===== src/rtl/mono_bitmap_page_blit_unit_macros.svh =====
// Assertion macros for the page framebuffer blit unit.
// Users must have clk and arst_n in scope.
`ifndef MONO_BITMAP_PAGE_BLIT_UNIT_MACROS_SVH
`define MONO_BITMAP_PAGE_BLIT_UNIT_MACROS_SVH

// Check a property at every clock edge outside reset.
`define MBPB_ASSERT(name, prop, msg) \
	name: assert property (@(posedge clk) disable iff (!arst_n) (prop)) else $error(msg);

// Check that a condition implies a consequence in the next cycle.
`define MBPB_ASSERT_NEXT(name, pre, post, msg) \
	name: assert property (@(posedge clk) disable iff (!arst_n) (pre) |=> (post)) else $error(msg);

`endif


===== src/rtl/mbpb_pkg.sv =====
// Shared types and constants for the page framebuffer blit unit.
// No dependencies.
package mbpb_pkg;

	localparam int BANKS = 8;

	localparam logic [1:0] OPC_BITMAP = 2'd0;
	localparam logic [1:0] OPC_READ   = 2'd1;
	localparam logic [1:0] OPC_CLEAR  = 2'd2;

	localparam logic [1:0] CFG_ORIGIN_X = 2'd0;
	localparam logic [1:0] CFG_ORIGIN_Y = 2'd1;
	localparam logic [1:0] CFG_WIDTH    = 2'd2;
	localparam logic [1:0] CFG_HEIGHT   = 2'd3;

	localparam logic KIND_READ    = 1'b0;
	localparam logic KIND_REFRESH = 1'b1;

	typedef enum logic [1:0] {
		CMD_DRAW  = 2'd0,
		CMD_READ  = 2'd1,
		CMD_CLEAR = 2'd2
	} cmd_t;

	typedef enum logic {
		BK_CLEAR = 1'b0,
		BK_RUN   = 1'b1
	} bk_state_t;

	typedef struct packed {
		cmd_t             cmd;
		logic [BANKS-1:0] bank_en;
		logic [2:0]       bit_sel;
		logic             rd_ok;
		logic [2:0]       rd_bank;
		logic             refresh;
		logic [1:0]       first_page;
		logic [1:0]       last_page;
	} ctrl_t;

	typedef struct packed {
		logic       valid;
		logic       kind;
		logic [7:0] read_data;
		logic [1:0] first_page;
		logic [1:0] last_page;
	} res_t;

endpackage


===== src/rtl/mbpb_front.sv =====
// Front part: configuration registers, bitmap counters, item classification
// and per-bank address and mask generation. Depends on mbpb_pkg.
module mbpb_front #(
	parameter int SCREEN_COLUMNS = 128,
	parameter int SCREEN_PAGES   = 4
) (
	input  logic                   clk,
	input  logic                   arst_n,
	input  logic                   cfg_we,
	input  logic [1:0]             cfg_index,
	input  logic [7:0]             cfg_data,
	input  logic                   in_valid,
	output logic                   in_ready,
	input  logic [1:0]             opcode,
	input  logic [7:0]             bitmap_byte,
	input  logic [8:0]             fb_index,
	input  logic                   busy,
	input  logic                   q_ready,
	output logic                   q_valid,
	output mbpb_pkg::ctrl_t        q_ctrl,
	output logic [mbpb_pkg::BANKS-1:0]
		[(((SCREEN_COLUMNS + 7) / 8 * SCREEN_PAGES) > 1 ?
		$clog2((SCREEN_COLUMNS + 7) / 8 * SCREEN_PAGES) : 1)-1:0] q_addr
);

	import mbpb_pkg::*;

	localparam int BANK_COLS   = (SCREEN_COLUMNS + 7) / 8;
	localparam int BANK_DEPTH  = BANK_COLS * SCREEN_PAGES;
	localparam int AW          = (BANK_DEPTH > 1) ? $clog2(BANK_DEPTH) : 1;
	localparam int SCREEN_ROWS = SCREEN_PAGES * 8;
	localparam int STORE_BYTES = SCREEN_COLUMNS * SCREEN_PAGES;

	logic [6:0] origin_x_q;
	logic [4:0] origin_y_q;
	logic [7:0] width_q;
	logic [7:0] height_q;
	logic [7:0] row_count_q;
	logic [4:0] byte_in_row_q;

	logic                       accept;
	logic [5:0]                 bpr;
	logic [7:0]                 h;
	logic                       byte_more;
	logic                       row_more;
	logic                       refresh_hit;
	logic [8:0]                 py;
	logic [8:0]                 lp_sum;
	logic [5:0]                 lp_clamp;
	logic [BANKS-1:0]           lane_en;
	logic [BANKS-1:0][AW-1:0]   draw_addr;
	logic [2:0]                 rd_page;
	logic [7:0]                 rd_col;
	logic [AW-1:0]              rd_addr;

	assign in_ready = q_ready && !busy;
	assign accept   = in_valid && in_ready;

	always_comb begin
		bpr = 6'(({1'b0, width_q} + 9'd7) >> 3);
		if (bpr == 6'd0) begin
			bpr = 6'd1;
		end
		h           = (height_q == 8'd0) ? 8'd1 : height_q;
		byte_more   = ({1'b0, byte_in_row_q} + 6'd1) < bpr;
		row_more    = ({1'b0, row_count_q} + 9'd1) < {1'b0, h};
		refresh_hit = !byte_more && !row_more && (int'(origin_x_q) < SCREEN_COLUMNS)
			&& (int'(origin_y_q) < SCREEN_ROWS);
		lp_sum      = {4'b0, origin_y_q} + {1'b0, h} - 9'd1;
		lp_clamp    = lp_sum[8:3];
		if (int'(lp_clamp) > SCREEN_PAGES - 1) begin
			lp_clamp = 6'(SCREEN_PAGES - 1);
		end
	end

	always_comb begin
		logic [2:0] k;
		logic [7:0] col;
		logic [8:0] px;
		int         a;
		k  = '0;
		col = '0;
		px = '0;
		a  = 0;
		py = {4'b0, origin_y_q} + {1'b0, row_count_q};
		for (int j = 0; j < BANKS; j++) begin
			k   = 3'(j) - origin_x_q[2:0];
			col = {byte_in_row_q, 3'b000} + {5'b0, k};
			px  = {2'b0, origin_x_q} + {1'b0, col};
			lane_en[j] = bitmap_byte[3'd7 - k] && (col < width_q)
				&& (int'(px) < SCREEN_COLUMNS) && (int'(py) < SCREEN_ROWS);
			a = int'(py[8:3]) * BANK_COLS + int'(px[8:3]);
			draw_addr[j] = a[AW-1:0];
		end
	end

	always_comb begin
		int c;
		int a2;
		rd_page = '0;
		for (int p = 1; p < SCREEN_PAGES; p++) begin
			if (int'(fb_index) >= p * SCREEN_COLUMNS) begin
				rd_page = rd_page + 3'd1;
			end
		end
		c       = int'(fb_index) - int'(rd_page) * SCREEN_COLUMNS;
		rd_col  = c[7:0];
		a2      = int'(rd_page) * BANK_COLS + int'(rd_col[7:3]);
		rd_addr = a2[AW-1:0];
	end

	always_comb begin
		q_ctrl  = '0;
		q_addr  = draw_addr;
		q_valid = 1'b0;
		case (opcode)
			OPC_BITMAP: begin
				q_valid            = accept;
				q_ctrl.cmd         = CMD_DRAW;
				q_ctrl.bank_en     = lane_en;
				q_ctrl.bit_sel     = py[2:0];
				q_ctrl.refresh     = refresh_hit;
				q_ctrl.first_page  = origin_y_q[4:3];
				q_ctrl.last_page   = lp_clamp[1:0];
			end
			OPC_READ: begin
				q_valid        = accept;
				q_ctrl.cmd     = CMD_READ;
				q_ctrl.rd_ok   = int'(fb_index) < STORE_BYTES;
				q_ctrl.rd_bank = rd_col[2:0];
				for (int j = 0; j < BANKS; j++) begin
					q_addr[j] = rd_addr;
				end
			end
			OPC_CLEAR: begin
				q_valid    = accept;
				q_ctrl.cmd = CMD_CLEAR;
			end
			default: begin
				q_valid = 1'b0;
			end
		endcase
	end

	always_ff @(posedge clk or negedge arst_n) begin
		if (!arst_n) begin
			origin_x_q <= 7'd0;
			origin_y_q <= 5'd0;
			width_q    <= 8'd8;
			height_q   <= 8'd8;
		end else if (cfg_we) begin
			case (cfg_index)
				CFG_ORIGIN_X: origin_x_q <= cfg_data[6:0];
				CFG_ORIGIN_Y: origin_y_q <= cfg_data[4:0];
				CFG_WIDTH:    width_q    <= cfg_data;
				CFG_HEIGHT:   height_q   <= cfg_data;
				default:      ;
			endcase
		end
	end

	always_ff @(posedge clk or negedge arst_n) begin
		if (!arst_n) begin
			row_count_q   <= 8'd0;
			byte_in_row_q <= 5'd0;
		end else if (accept) begin
			case (opcode)
				OPC_BITMAP: begin
					if (byte_more) begin
						byte_in_row_q <= byte_in_row_q + 5'd1;
					end else begin
						byte_in_row_q <= 5'd0;
						row_count_q   <= row_more ? row_count_q + 8'd1 : 8'd0;
					end
				end
				OPC_CLEAR: begin
					row_count_q   <= 8'd0;
					byte_in_row_q <= 5'd0;
				end
				default: ;
			endcase
		end
	end

endmodule


===== config.mk =====
export PLATFORM = sky130hd
export DESIGN_NAME = mbpb_front
export DESIGN_NICKNAME = d
export VERILOG_FILES = /design/src/rtl/mono_bitmap_page_blit_unit_macros.svh /design/src/rtl/mbpb_pkg.sv /design/src/rtl/mbpb_front.sv
export SDC_FILE = /design/constraint.sdc
export NUM_CORES = 1
export LEC_CHECK = 0
export ABC_CLOCK_PERIOD_IN_PS = 3250
export BUFFER_PORTS_ARGS = -buffer_cell sky130_fd_sc_hd__buf_2
export CORE_MARGIN = 5
export CORE_UTILIZATION = 25
export CTS_CLUSTER_SIZE = 40
export DETAILED_ROUTE_END_ITERATION = 12
export PLACE_DENSITY = 0.53
export SYNTH_ARGS = -nofsm -noshare
export SYNTH_HDL_FRONTEND = slang
export SYNTH_SLANG_ARGS = --single-unit

===== constraint.sdc =====
create_clock -name clk -period 3.25 [get_ports clk]
set_input_delay 0.65 -clock clk [delete_from_list [all_inputs] [get_ports clk]]
set_output_delay 0.65 -clock clk [all_outputs]
set_load 0.01 [all_outputs]

-- Word level (Yosys, flattened, before mapping)
Cells that the tools add are included.
- $add $sub $neg: 52
- order comparisons: 31
- equality and inequality tests: 6
- muxes and demuxes: 33
- reduce and logical (&&, ||, !) cells: 42
- operators with widths (operator ; count):
    $add 7x8->9 ; 8
    $lt 9x8->1 const B ; 8
    $add 8x3->8 ; 8
    $lt 8x8->1 ; 8
    $add 6x6->6 ; 8
    $mux 48 ; 1
    $sub 3x3->3 const A ; 12
    $lt 3x4->1 const B ; 8
    $logic_and 1x1->1 ; 27
    $bmux 1 s3 ; 8
    $mux 8 ; 3
    $add 5x8->9 ; 2
    $ge 9x9->1 const B ; 2
    $pmux 8 s2 ; 1
    $mux 11 ; 1
    $mux 1 ; 10
    $mux 5 ; 2
    $pmux 5 s2 ; 1
    $reduce_and 2->1 ; 5
    $add 8x1->9 const B ; 1
    $add 8x3->9 const B ; 1
    $ge 9x8->1 const B ; 1
    $lt 9x6->1 const B ; 1
    $lt 9x8->1 ; 1
    26 further kinds ; 36
- register bits after elaboration: 41
- bits of input ports: 35
- output and inout bits: 72

-- Depth between registers and ports, before layout
Gate-level depths: netlist (run 1).
- depth after elaboration: 9
- gate-level depth with buffers: 14
- mapped depth without buffers: 13

-- Worst setup path before layout (run 1)
OpenSTA, ideal clock, no wires.
- path type: reg-to-output
- from: register byte_in_row_q[0]
- to: output port q_addr[11] (netlist bit)
- data arrival time: 2.875 ns
- path slack: -0.275 ns
- stages on the path, launching flop included: 15
- path through: dfrtp_1 > ha_1 > clkbuf_1 > inv_1 > fa_1 > nor2b_1 > o21ai_0 > nand2b_1 > clkbuf_1 > nor2_1 > xnor2_1 > ha_1 > xnor2_1 > xnor2_1 > o21ai_0
- RTL lines (what ; RTL line ; source):
    from (decl) ; mbpb_front.sv:39 ; logic [4:0] byte_in_row_q;
    from (signal assigned) ; mbpb_front.sv:170 ; byte_in_row_q <= byte_in_row_q + 5'd1;
    to (decl) ; mbpb_front.sv:23 ; $clog2((SCREEN_COLUMNS + 7) / 8 * SCREEN_PAGES) : 1)-1:0] q_addr

==> metrics.md, run 1 <==
| Metric | Value |
|---|---|
| Finished Layout Cells | approximately 1.1k |
| Die Area | 25500 um2 |
| Crit path cell chain | ha_4, inv_4, fa_2, nor2b_2, o21ai_1, nand2b_1, buf_4, buf_6, a21oi_4, xnor2_2, ha_1, xnor2_1, xnor2_1, o21ai_1, buf_2 |
| Placed cells | approximately 1.1k |
| CP Data Arrival Time | about 2800 ps |
| Crit path kind | flop to primary output |
| Global-route wire length before repair | approximately 29 mm |
| Mapped Avg Cell Area | 8.39 um2 |
| Setup slack after layout | -206 ps |
| Post-synth top flop | dfrtp_1 |
| Synthesis-stage register bit count | between 40 and 50 |
| Status | finished with violations |
| Flop pwr share | about 15% |
| Seq/Total Area, Yosys | roughly 18% |
| Synthesis-to-finish area growth | 43.9% |
| Initial DRC count | 229 |
| Clock slew at reported path FFs | about 60 ps |
| TritonCTS Buffers | 5 |
| Max Buffers Root-to-Sink | 2 |
| EDFF count, synth | 0 |
| Startpoint types | flop |
| Crit end category | primary output |
| Row cnt | between 50 and 60 |
| Synthesized net count | roughly 800 |
| DRT Pass-1 Iters | 4 |
| Clock Power Share | ~11% |
| Switching part of the total | approximately 45% |
| Max transition margin | around 34% |
| Filler cells | approximately 2.2k |
| Final nets | 979 |
| Tmin final | around 3500 ps |
| CTS Root Cell | clkbuf_16 |
| Remaining antenna violation count | 0 |
| Critical Path RT | ~2600 ps |
| Worst path slowest cell | dfrtp_1 |
| ANT cells | 0 |
| Hpwl dp | roughly 15 mm |
| Vias | between 5k and 6k |
| Port bufs | between 100 and 150 |
| RSZ-0062 raised after global routing | true |
| CORE AREA | around 22000 um2 |
| H-Tree Depth | 2 |
| Worst Tran Pin Value | a little under 1000 ps |
| Synth Instances | roughly 670 |
| Cts hold-fix bufs | 0 |
| Total Power | 0.00486 W |
| Latest clock arrival within the worst-skew pair | between 200 and 300 ps |
| Ratio of cells with drive above 1 in the final layout | around 45% |
| Pint | roughly 0.0027 W |
| VDD IR max | around 0.00022 V |
| Largest net degree at the start of global routing | 42 |
| Number of global-route vias before repair | 5452 |
| # setup viols final | 15 |
| Post-place setup slack | -65.7 ps |
| Setup TNS | -1420 ps |
| Psw | 0.00218 W |
| Gr usage total | between 10 and 15% |
| Comb pwr share | approximately 74% |
| CP peak stage delay | approximately 390 ps |
| Reg2reg start | byte_in_row_q[0] |
| RR Endpoint | row_count_q[0] |
| Fmax | 289 MHz |
| WL final | 18.7 mm |
| Failing checks | setup timing |
| Die Y | around 160 um |
| Pwr dens | around 600 nW/um2 |
| Via density | around 4.8 |
| R2R setup slack | between 300 and 400 ps |
| Max-cap violation count | 0 |
| CP max FO | 3 |
| Antenna violations before repair | 0 |
| Placer Congestion | around 0.85 |
| Num ports | 107 |
| Drt drc | 0 |
| Final Hold Fails | 0 |
| GRT overflow | 0 |
| Chip width | 160 um |
| Netlist Area Pre-Place | roughly 5600 um2 |
| Clock Skew | around 4.5 ps |
| Period utilisation layout | 106% |
| Utilization after layout | between 30% and 40% |
| WL/cell | between 15 and 20 um |
| TritonCTS clock tree | done |
| Initial core utilization | between 20% and 30% |
| Worst min path class | input port to async pin |
| Distinct cells, synth | 68 |
| Leakage power | 3.78 nW |
| YS warnings | 0 |
| Asr flop ratio synth | between 90% and 100% |
| Max Slew Vio Count | 0 |
| Reg2reg path depth | 12 |
| Clk sinks | 41 |
==> critical path, delay by kind of cell, from the launching register on <==
kind,cells,cell delay [ps]
compound gates,3,220
buf+inv,4,440
simple gates,2,290
xor+xnor,3,450
flops,1,390
fa+ha+maj,3,740
==> cell usage in the layout (no fill, tap or decap), types with 6 or more instances in the layout <==
cell type | Yosys | final
ha_2 | 0 | 6
buf_4 | 5 | 109
a21o_1 | 8 | 8
nand2b_1 | 10 | 10
buf_6 | 2 | 12
ha_1 | 75 | 53
nand3_1 | 14 | 13
nor2b_1 | 15 | 14
inv_1 | 57 | 47
nand2_1 | 59 | 54
inv_2 | 0 | 6
o31ai_1 | 10 | 9
a21oi_2 | 2 | 10
mux2_2 | 25 | 25
dfrtp_2 | 0 | 7
nor2_1 | 29 | 26
xor2_1 | 19 | 19
and2_1 | 12 | 11
ha_4 | 0 | 16
o21ai_1 | 11 | 18
o21ai_0 | 52 | 43
mux4_2 | 8 | 8
dfrtp_1 | 39 | 32
xnor2_2 | 0 | 12
buf_2 | 6 | 101
a21oi_1 | 45 | 34
xnor2_1 | 54 | 41
==> kinds of logic after synthesis <==
family | count (synthesis) | share of synthesized area (%)
multiplexers | 37 | 9.04
AO/OA/AOI/OAI | 174 | 19.7
adder cells (fa/ha/maj) | 78 | 17.8
flip-flops | 41 | 18.4
buffers and inverters | 88 | 6.63
AND/OR/NAND/NOR | 175 | 16.1
XOR/XNOR | 75 | 12.4
==> flip-flops by register name, indices dropped and copies added, names as in the netlist <==
name / cells
width_q: 8
origin_y_q: 5
byte_in_row_q: 5
origin_x_q: 7
height_q: 8
row_count_q: 8
==> how the worst max path moves through the flow <==
| stage | from | endpoint | slack, ps | cells past startpoint |
|---|---|---|---|---|
| after CTS | origin_x_q[1] | q_addr[29] | -200 | 12 |
| after global routing | origin_x_q[3] | q_addr[17] | -330 | 15 |
| after floorplan | origin_x_q[1] | q_addr[29] | -4 | 13 |
| after detailed placement | origin_x_q[0] | q_addr[5] | -70 | 13 |
| final | origin_x_q[3] | q_addr[17] | -210 | 15 |
| after global placement | origin_x_q[1] | q_addr[5] | -40 | 13 |
==> routing by layer <==
metal  part of all wire [%]  vias up  wire length [um]  track usage, %
li1                       -     2755                 -               -
met4                    1.8        0               332            3.35
met3                    5.1       23               957            2.68
met2                     46      134              8600            22.5
met5                      0        -                 0               0
met1                     47     2600              8780            19.3
==> power groups by stage <==
| stage | Clock (W) | Sequential, W | Combinational [W] |
|---|---|---|---|
| after floorplan | 0 | 0.000698 | 0.00199 |
| after global placement | 0 | 0.000716 | 0.00304 |
| after detailed placement | 0 | 0.000720 | 0.00306 |
| after CTS | 0.000544 | 0.000710 | 0.00331 |
| after global routing | 0.000562 | 0.000731 | 0.00397 |
| final | 0.000532 | 0.000719 | 0.00360 |
==> per-stage QoR <==
stage	hold slack (ps)	area, um2
finish	529	8060
global route	543	8060
CTS	533	7540
detailed placement	519	6910
global placement	493	6910
floorplan	354	5660
==> layout make-up <==
type                            count  area, um2  share of cell area (%)
Clock inverter                      1       5.00                  0.0621
Clock buffer                        7        153                    1.89
Multi-Input combinational cell    539       4830                    59.9
Tap cell                          280        350                    4.35
Timing Repair Buffer              222       1460                    18.1
Inverter                           57        226                    2.81
Sequential cell                    41       1040                    12.9
==> synth_stat cells, drive strengths merged, types with 4 or more instances <==
master / n / area (um2)
nor2b: 15 / 93.8
xor2: 19 / 166
mux2: 26 / 297
and3: 6 / 37.5
inv: 57 / 214
dfrtp: 39 / 976
o211ai: 5 / 37.5
nand2b: 10 / 62.6
nand2: 59 / 221
mux4: 8 / 180
a21o: 9 / 75.1
nor4: 10 / 75.1
a31oi: 4 / 25.0
nor4b: 4 / 47.6
a21oi: 47 / 243
a32o: 4 / 40.0
o21ai: 63 / 315
and2: 12 / 75.1
ha: 75 / 938
xnor2: 56 / 528
o31ai: 11 / 87.6
or2: 5 / 31.3
clkbuf: 16 / 60.1
buf: 15 / 97.6
o21bai: 4 / 33.8
nand3: 15 / 80.1
nor2: 29 / 109
==> timing repair <==
item	in CTS	in global routing
resized for setup	69	69
setup endpoints to repair	31	33
cloned	0	0
pin swaps	34	50
buffers inserted	23	26
Power figures use the tool's default switching activity.
==> run 2, diff against run 1 <==
- CORE_MARGIN: 5 -> 2
- CTS_BUF_LIST: default -> sky130_fd_sc_hd__clkbuf_16
==> run 2 against run 1 <==
  * The run still ends with setup timing left
  * Register-to-register slack better by 70 ps
  * Clock skew is 1.1 ps higher
  * First-iteration DRC count is 3.5% lower
  * Critical endpoint is now q_addr[29]
  * Worst setup slack better by 54 ps
  * Global-route usage is 0.79 points higher
  * Worst hold slack worse by 27 ps
==> metrics.md, run 2 (synthesized netlist as in run 1, its figures left out) <==
| Metric | Value |
|---|---|
| Gr usage total | 14.8% (+0.79 points) |
| Period utilisation layout | 105% (-1.7 points) |
| Via density | 4.76 (-1.0%) |
| Failing checks | setup timing |
| Number of global-route vias before repair | 5184 (-4.9%) |
| TritonCTS clock tree | done |
| Max Buffers Root-to-Sink | 2 (unchanged) |
| Die Y | 154 um (-3.8%) |
| Latest clock arrival within the worst-skew pair | 290 ps (about the same) |
| Max Slew Vio Count | 0 (unchanged) |
| Most common cell after layout, fill and taps aside | buf_4 |
| Met3 GRT Util | 1.89% (-0.79 points) |
| Placer Congestion | 0.846 (-0.11%) |
| Utilization after layout | 37.2% (+0.50 points) |
| Cell area after placement | 6950 um2 (+0.51%) |
| Met2 Resource Use GR | 23.6% (+1.0 points) |
| VDD IR max | 0.000214 V (-2.5%) |
| Vias | 5445 (-1.2%) |
| DRT Pass-1 Iters | 4 (unchanged) |
| ANT cells | 0 (unchanged) |
| Crit path kind | flop to primary output |
| H-Tree Depth | 2 (unchanged) |
| Port bufs | 106 (unchanged) |
| Post-place setup slack | -77.7 ps (-12.0 ps) |
| Max transition margin | 37.5% (+3.4 points) |
| Antenna violations before repair | 0 (unchanged) |
| Placed cells | 1097 (+0.27%) |
| Multi-input combinational cell area | 4910 um2 (+1.6%) |
| Met1 Usage GRT | 21.0% (+1.7 points) |
| Tmin final | 3400 ps (-54.3 ps) |
| Leakage power | 3.80 nW (+0.54%) |
| Remaining antenna violation count | 0 (unchanged) |
| Initial DRC count | 221 (-3.5%) |
| Commonest cells after routing, fill and taps aside | buf_4, buf_2, ha_1, nand2_1, inv_1 |
| Reg2reg start | byte_in_row_q[0] |
| Filler cells | 2243 (+0.49%) |
| Row cnt | 54 (unchanged) |
| Register Area | 1040 um2 (unchanged) |
| CP Data Arrival Time | 2750 ps (-60 ps) |
| Final Hold Fails | 0 (unchanged) |
| Startpoint types | flop |
| Worst Tran Pin Value | 937 ps (-51.6 ps) |
| Fmax | 294 MHz (+1.6%) |
| CORE AREA | 21900 um2 (-0.31%) |
| Finished Layout Cells | 1145 (-0.17%) |
| Global-route wire length before repair | 28.2 mm (-4.4%) |
| WL final | 18.3 mm (-2.2%) |
| Critical Path RT | 2600 ps (about the same) |
| Clk sinks | 41 (unchanged) |
| RSZ-0062 raised after global routing | true |
| Hpwl dp | 14.3 mm (-4.0%) |
| Die Area | 23600 um2 (-7.4%) |
| Num ports | 107 (unchanged) |
| Top Registers | height_q (8), row_count_q (8), width_q (8) |
| Setup slack after layout | -152 ps (+54.3 ps) |
| Crit end category | primary output |
| Crit. Startpoint | origin_x_q[1] |
| Ratio of cells with drive above 1 in the final layout | 44.2% (-0.47 points) |
| WL/cell | 15.9 um (-2.0%) |
| CP max FO | 4 (+1) |
| Chip width | 154 um (-3.8%) |
| Drt drc | 0 (unchanged) |
| Pwr dens | 598 nW/um2 (-0.64%) |
| Cell area after layout | 8150 um2 (+1.1%) |
| TritonCTS Buffers | 5 (unchanged) |
| Final nets | 977 (-0.20%) |
| GRT overflow | 0 (unchanged) |
| R2R setup slack | 420 ps (+70 ps) |
| Clock Skew | 5.59 ps (+1.11 ps) |
| Worst min path class | input port to async pin |
| Initial core utilization | 25.6% (+0.079 points) |
| CTS Root Cell | clkbuf_16 |
| # setup viols final | 11 (-4) |
| Synthesis-to-finish area growth | 45.4% |
| Clock slew at reported path FFs | 60 ps (about the same) |
| Gr busiest metal | met2 |
| Largest net degree at the start of global routing | 50 (+19%) |
| Status | finished with violations |
| Max-cap violation count | 0 (unchanged) |
[run 2: through the flow]
step | setup TNS (ps) | hold slack [ps] | total power, W
final | -987 | 502 | 0.00487
after global placement | -99.1 | 495 | 0.00377
after floorplan | -3.64 | 354 | 0.00269
after CTS | -803 | 515 | 0.00462
after global routing | -3100 | 529 | 0.00528
after detailed placement | -122 | 502 | 0.00378
[run 2: power by group]
group          switching (W)  internal (W)
registers          0.0000983      0.000604
logic                0.00190       0.00180
clock network       0.000197      0.000276
[run 2: worst max-delay path, cell delays in order, from the launching register on]
cell and delay [ps]:
dfrtp_2 470, inv_6 80, ha_4 140, inv_4 50, ha_4 290, inv_2 40
o31ai_1 190, a221o_1 240, a21oi_2 80, xnor2_2 160, ha_4 180, xnor2_2 130
xnor2_1 140, o21ai_1 130, buf_2 150
[run 2: path summary, 6_finish.rpt]
check	endpoint	depth (start not counted)
hold / removal	height_q[0]	1
max in group asynchronous	origin_x_q[0]	1
hold reg to reg	height_q[7]	1
min in group clk	height_q[7]	1
setup reg to reg	row_count_q[0]	12
setup / recovery	q_addr[29]	14
[run 2: cell type report]
cell class                      instances  share of cell area, %
Multi-Input combinational cell        539                   60.2
Timing Repair Buffer                  220                   18.2
Sequential cell                        41                   12.7
Tap cell                              280                   4.30
Inverter                               57                   2.84
Clock buffer                            5                   1.54
Clock inverter                          3                  0.138
[run 2: layer usage]
layer,vias to the layer above,part of all wire (%)
met2,122,45
met1,2553,49
met4,0,2.2
met5,-,0
met3,22,3.8
li1,2748,-
[run 2: repair_timing]
item,4_1_cts,5_1_grt
pin swaps,52,39
buffers inserted,24,19
setup endpoints to repair,30,32
gates resized for setup,87,64
hold buffers,0,0
==> run 3, diff against run 2 <==
- CORE_ASPECT_RATIO: default -> 0.5
- CORE_MARGIN: 2 -> default
==> run 3 against run 2 <==
  * The flow still finishes with violations (setup timing)
  * Die area is 2.4% lower
  * Sequential power is 2% higher
  * Flip-flop and latch count stayed put
  * Worst hold slack better by 13 ps
  * Largest power group unchanged
==> metrics.md, run 3 (synthesized netlist as in run 1, its figures left out) <==
| Metric | Value |
|---|---|
| Failing checks | setup timing |
| Clk sinks | 41 (unchanged) |
| Final nets | 969 (-0.82%) |
| Largest net degree at the start of global routing | 42 (-16%) |
| Port bufs | 106 (unchanged) |
| Chip width | 214 um (+39%) |
| VDD IR max | 0.000287 V (+34%) |
| Via density | 4.84 (+1.7%) |
| Tmin final | 3430 ps (+23.6 ps) |
| Worst Tran Pin Value | 979 ps (+42.0 ps) |
| Total Power | 0.00475 W (-2.5%) |
| Setup slack after layout | -175 ps (-23.6 ps) |
| Status | finished with violations |
| Cts hold-fix bufs | 0 (unchanged) |
| Critical Path RT | 2600 ps (about the same) |
| Leakage power | 3.73 nW (-1.9%) |
| Antenna violations before repair | 0 (unchanged) |
| ANT cells | 0 (unchanged) |
| WL/cell | 15.9 um (-0.13%) |
| Fmax | 292 MHz (-0.69%) |
| DRT Pass-1 Iters | 5 (+1) |
| Synthesis-to-finish area growth | 42.5% |
| Post-place setup slack | 9.10 ps (+86.8 ps) |
| Max Slew Vio Count | 0 (unchanged) |
| Most common cell after layout, fill and taps aside | buf_2 |
| GRT overflow | 0 (unchanged) |
| CP max FO | 4 (unchanged) |
| Placer Congestion | 0.888 (+5.0%) |
| Ratio of cells with drive above 1 in the final layout | 44.0% (-0.17 points) |
| CTS Root Cell | clkbuf_16 |
| Clock slew at reported path FFs | 60 ps (about the same) |
| Num ports | 107 (unchanged) |
| Number of global-route vias before repair | 5466 (+5.4%) |
| Max-cap violation count | 0 (unchanged) |
| TritonCTS clock tree | done |
| Drt drc | 0 (unchanged) |
| Utilization after layout | 36.6% (-0.63 points) |
| Top Registers | height_q (8), row_count_q (8), width_q (8) |
| Vias | 5595 (+2.8%) |
| CP Data Arrival Time | 2780 ps (+30 ps) |
| TritonCTS Buffers | 5 (unchanged) |
| Max transition margin | 34.7% (-2.8 points) |
| Worst min path class | flop to flop |
| Final Hold Fails | 0 (unchanged) |
| Hpwl dp | 14.2 mm (-0.59%) |
| Remaining antenna violation count | 0 (unchanged) |
| Crit path kind | flop to primary output |
| Max Buffers Root-to-Sink | 2 (unchanged) |
| Clock Skew | 9.16 ps (+3.56 ps) |
| # setup viols final | 14 (+3) |
| WL final | 18.4 mm (+0.92%) |
| Startpoint types | flop |
| Global-route wire length before repair | 28.2 mm (+0.24%) |
| Crit end category | primary output |
| Row cnt | 38 (-30%) |
| Gr usage total | 15.5% (+0.76 points) |
| Period utilisation layout | 105% (+0.73 points) |
| H-Tree Depth | 2 (unchanged) |
| Latest clock arrival within the worst-skew pair | 290 ps (about the same) |
| Die Y | 108 um (-30%) |
| Commonest cells after routing, fill and taps aside | buf_2, buf_4, nand2_1, ha_1, inv_1 |
| Initial DRC count | 290 (+31%) |
| Pwr dens | 595 nW/um2 (-0.51%) |
| RSZ-0062 raised after global routing | true |
| Initial core utilization | 25.7% (+0.079 points) |
| Die Area | 23100 um2 (-2.4%) |
| CORE AREA | 21800 um2 (-0.31%) |
==> run 3: cell count changes in the layout (fill, tap and decap cells not counted), sizes merged <==
cell	change
bufinv	+1
inv	-1
buf	-7
clkdlybuf4s18	-1
==> run 3: path summary, 6_finish.rpt <==
path	startpoint	endpoint	slack, ps	cells past startpoint
max in group asynchronous	arst_n	origin_x_q[2]	2050	1
worst max-delay path	origin_x_q[1]	q_addr[29]	-180	14
worst min-delay path	height_q[7]	height_q[7]	510	1
worst max register to register	byte_in_row_q[0]	row_count_q[0]	290	12
worst min register to register	height_q[7]	height_q[7]	510	1
min in group asynchronous	arst_n	byte_in_row_q[3]	520	1
==> run 3: worst max-delay path: stages, from the launching register on <==
cell,delay (ps)
dfrtp_2,450
inv_6,70
ha_4,130
inv_4,50
ha_4,290
inv_4,40
o31ai_2,250
a221o_1,230
a21oi_2,90
xnor2_2,260
ha_4,180
xnor2_2,60
xnor2_1,140
o21ai_1,110
buf_2,140
==> run 3: report_power, final <==
part / switching (W) / internal (W)
clock: 0.000208 / 0.000361
sequential: 0.000115 / 0.000605
combinational: 0.00182 / 0.00165
==> run 3: timing repair <==
| action | in CTS | in global routing |
|---|---|---|
| resized for setup | 58 | 74 |
| setup endpoints to repair | 28 | 33 |
| pin swaps | 33 | 42 |
| setup buffers | 27 | 21 |
==> run 3: cell type report <==
| type | instances | area (um2) |
|---|---|---|
| tap | 300 | 375 |
| sequential | 41 | 1040 |
| multi-input combinational | 539 | 4820 |
| fill | 2224 | 13800 |
| clock buffer | 5 | 125 |
| timing repair buffer | 212 | 1360 |
| clock inverter | 3 | 42.5 |
| inverter | 57 | 226 |
==> run 3: per-layer routing <==
layer,routed length (um),up-vias,global-route usage [%]
li1,-,2727,-
met1,8410,2721,20.5
met5,0,-,0
met4,354,0,4.29
met3,706,23,1.02
met2,8940,124,27.2
==> run 3: per-stage QoR <==
step                      setup TNS [ps]  hold slack, ps  cells  cell area (um2)
after floorplan                    -3.64             354    668             5660
after global placement                 0             496   1103             6850
after detailed placement               0             503   1103             6850
after CTS                          -1430             518   1138             7490
after global routing               -3460             537   1157             7990
final                              -1170             515   1157             7990
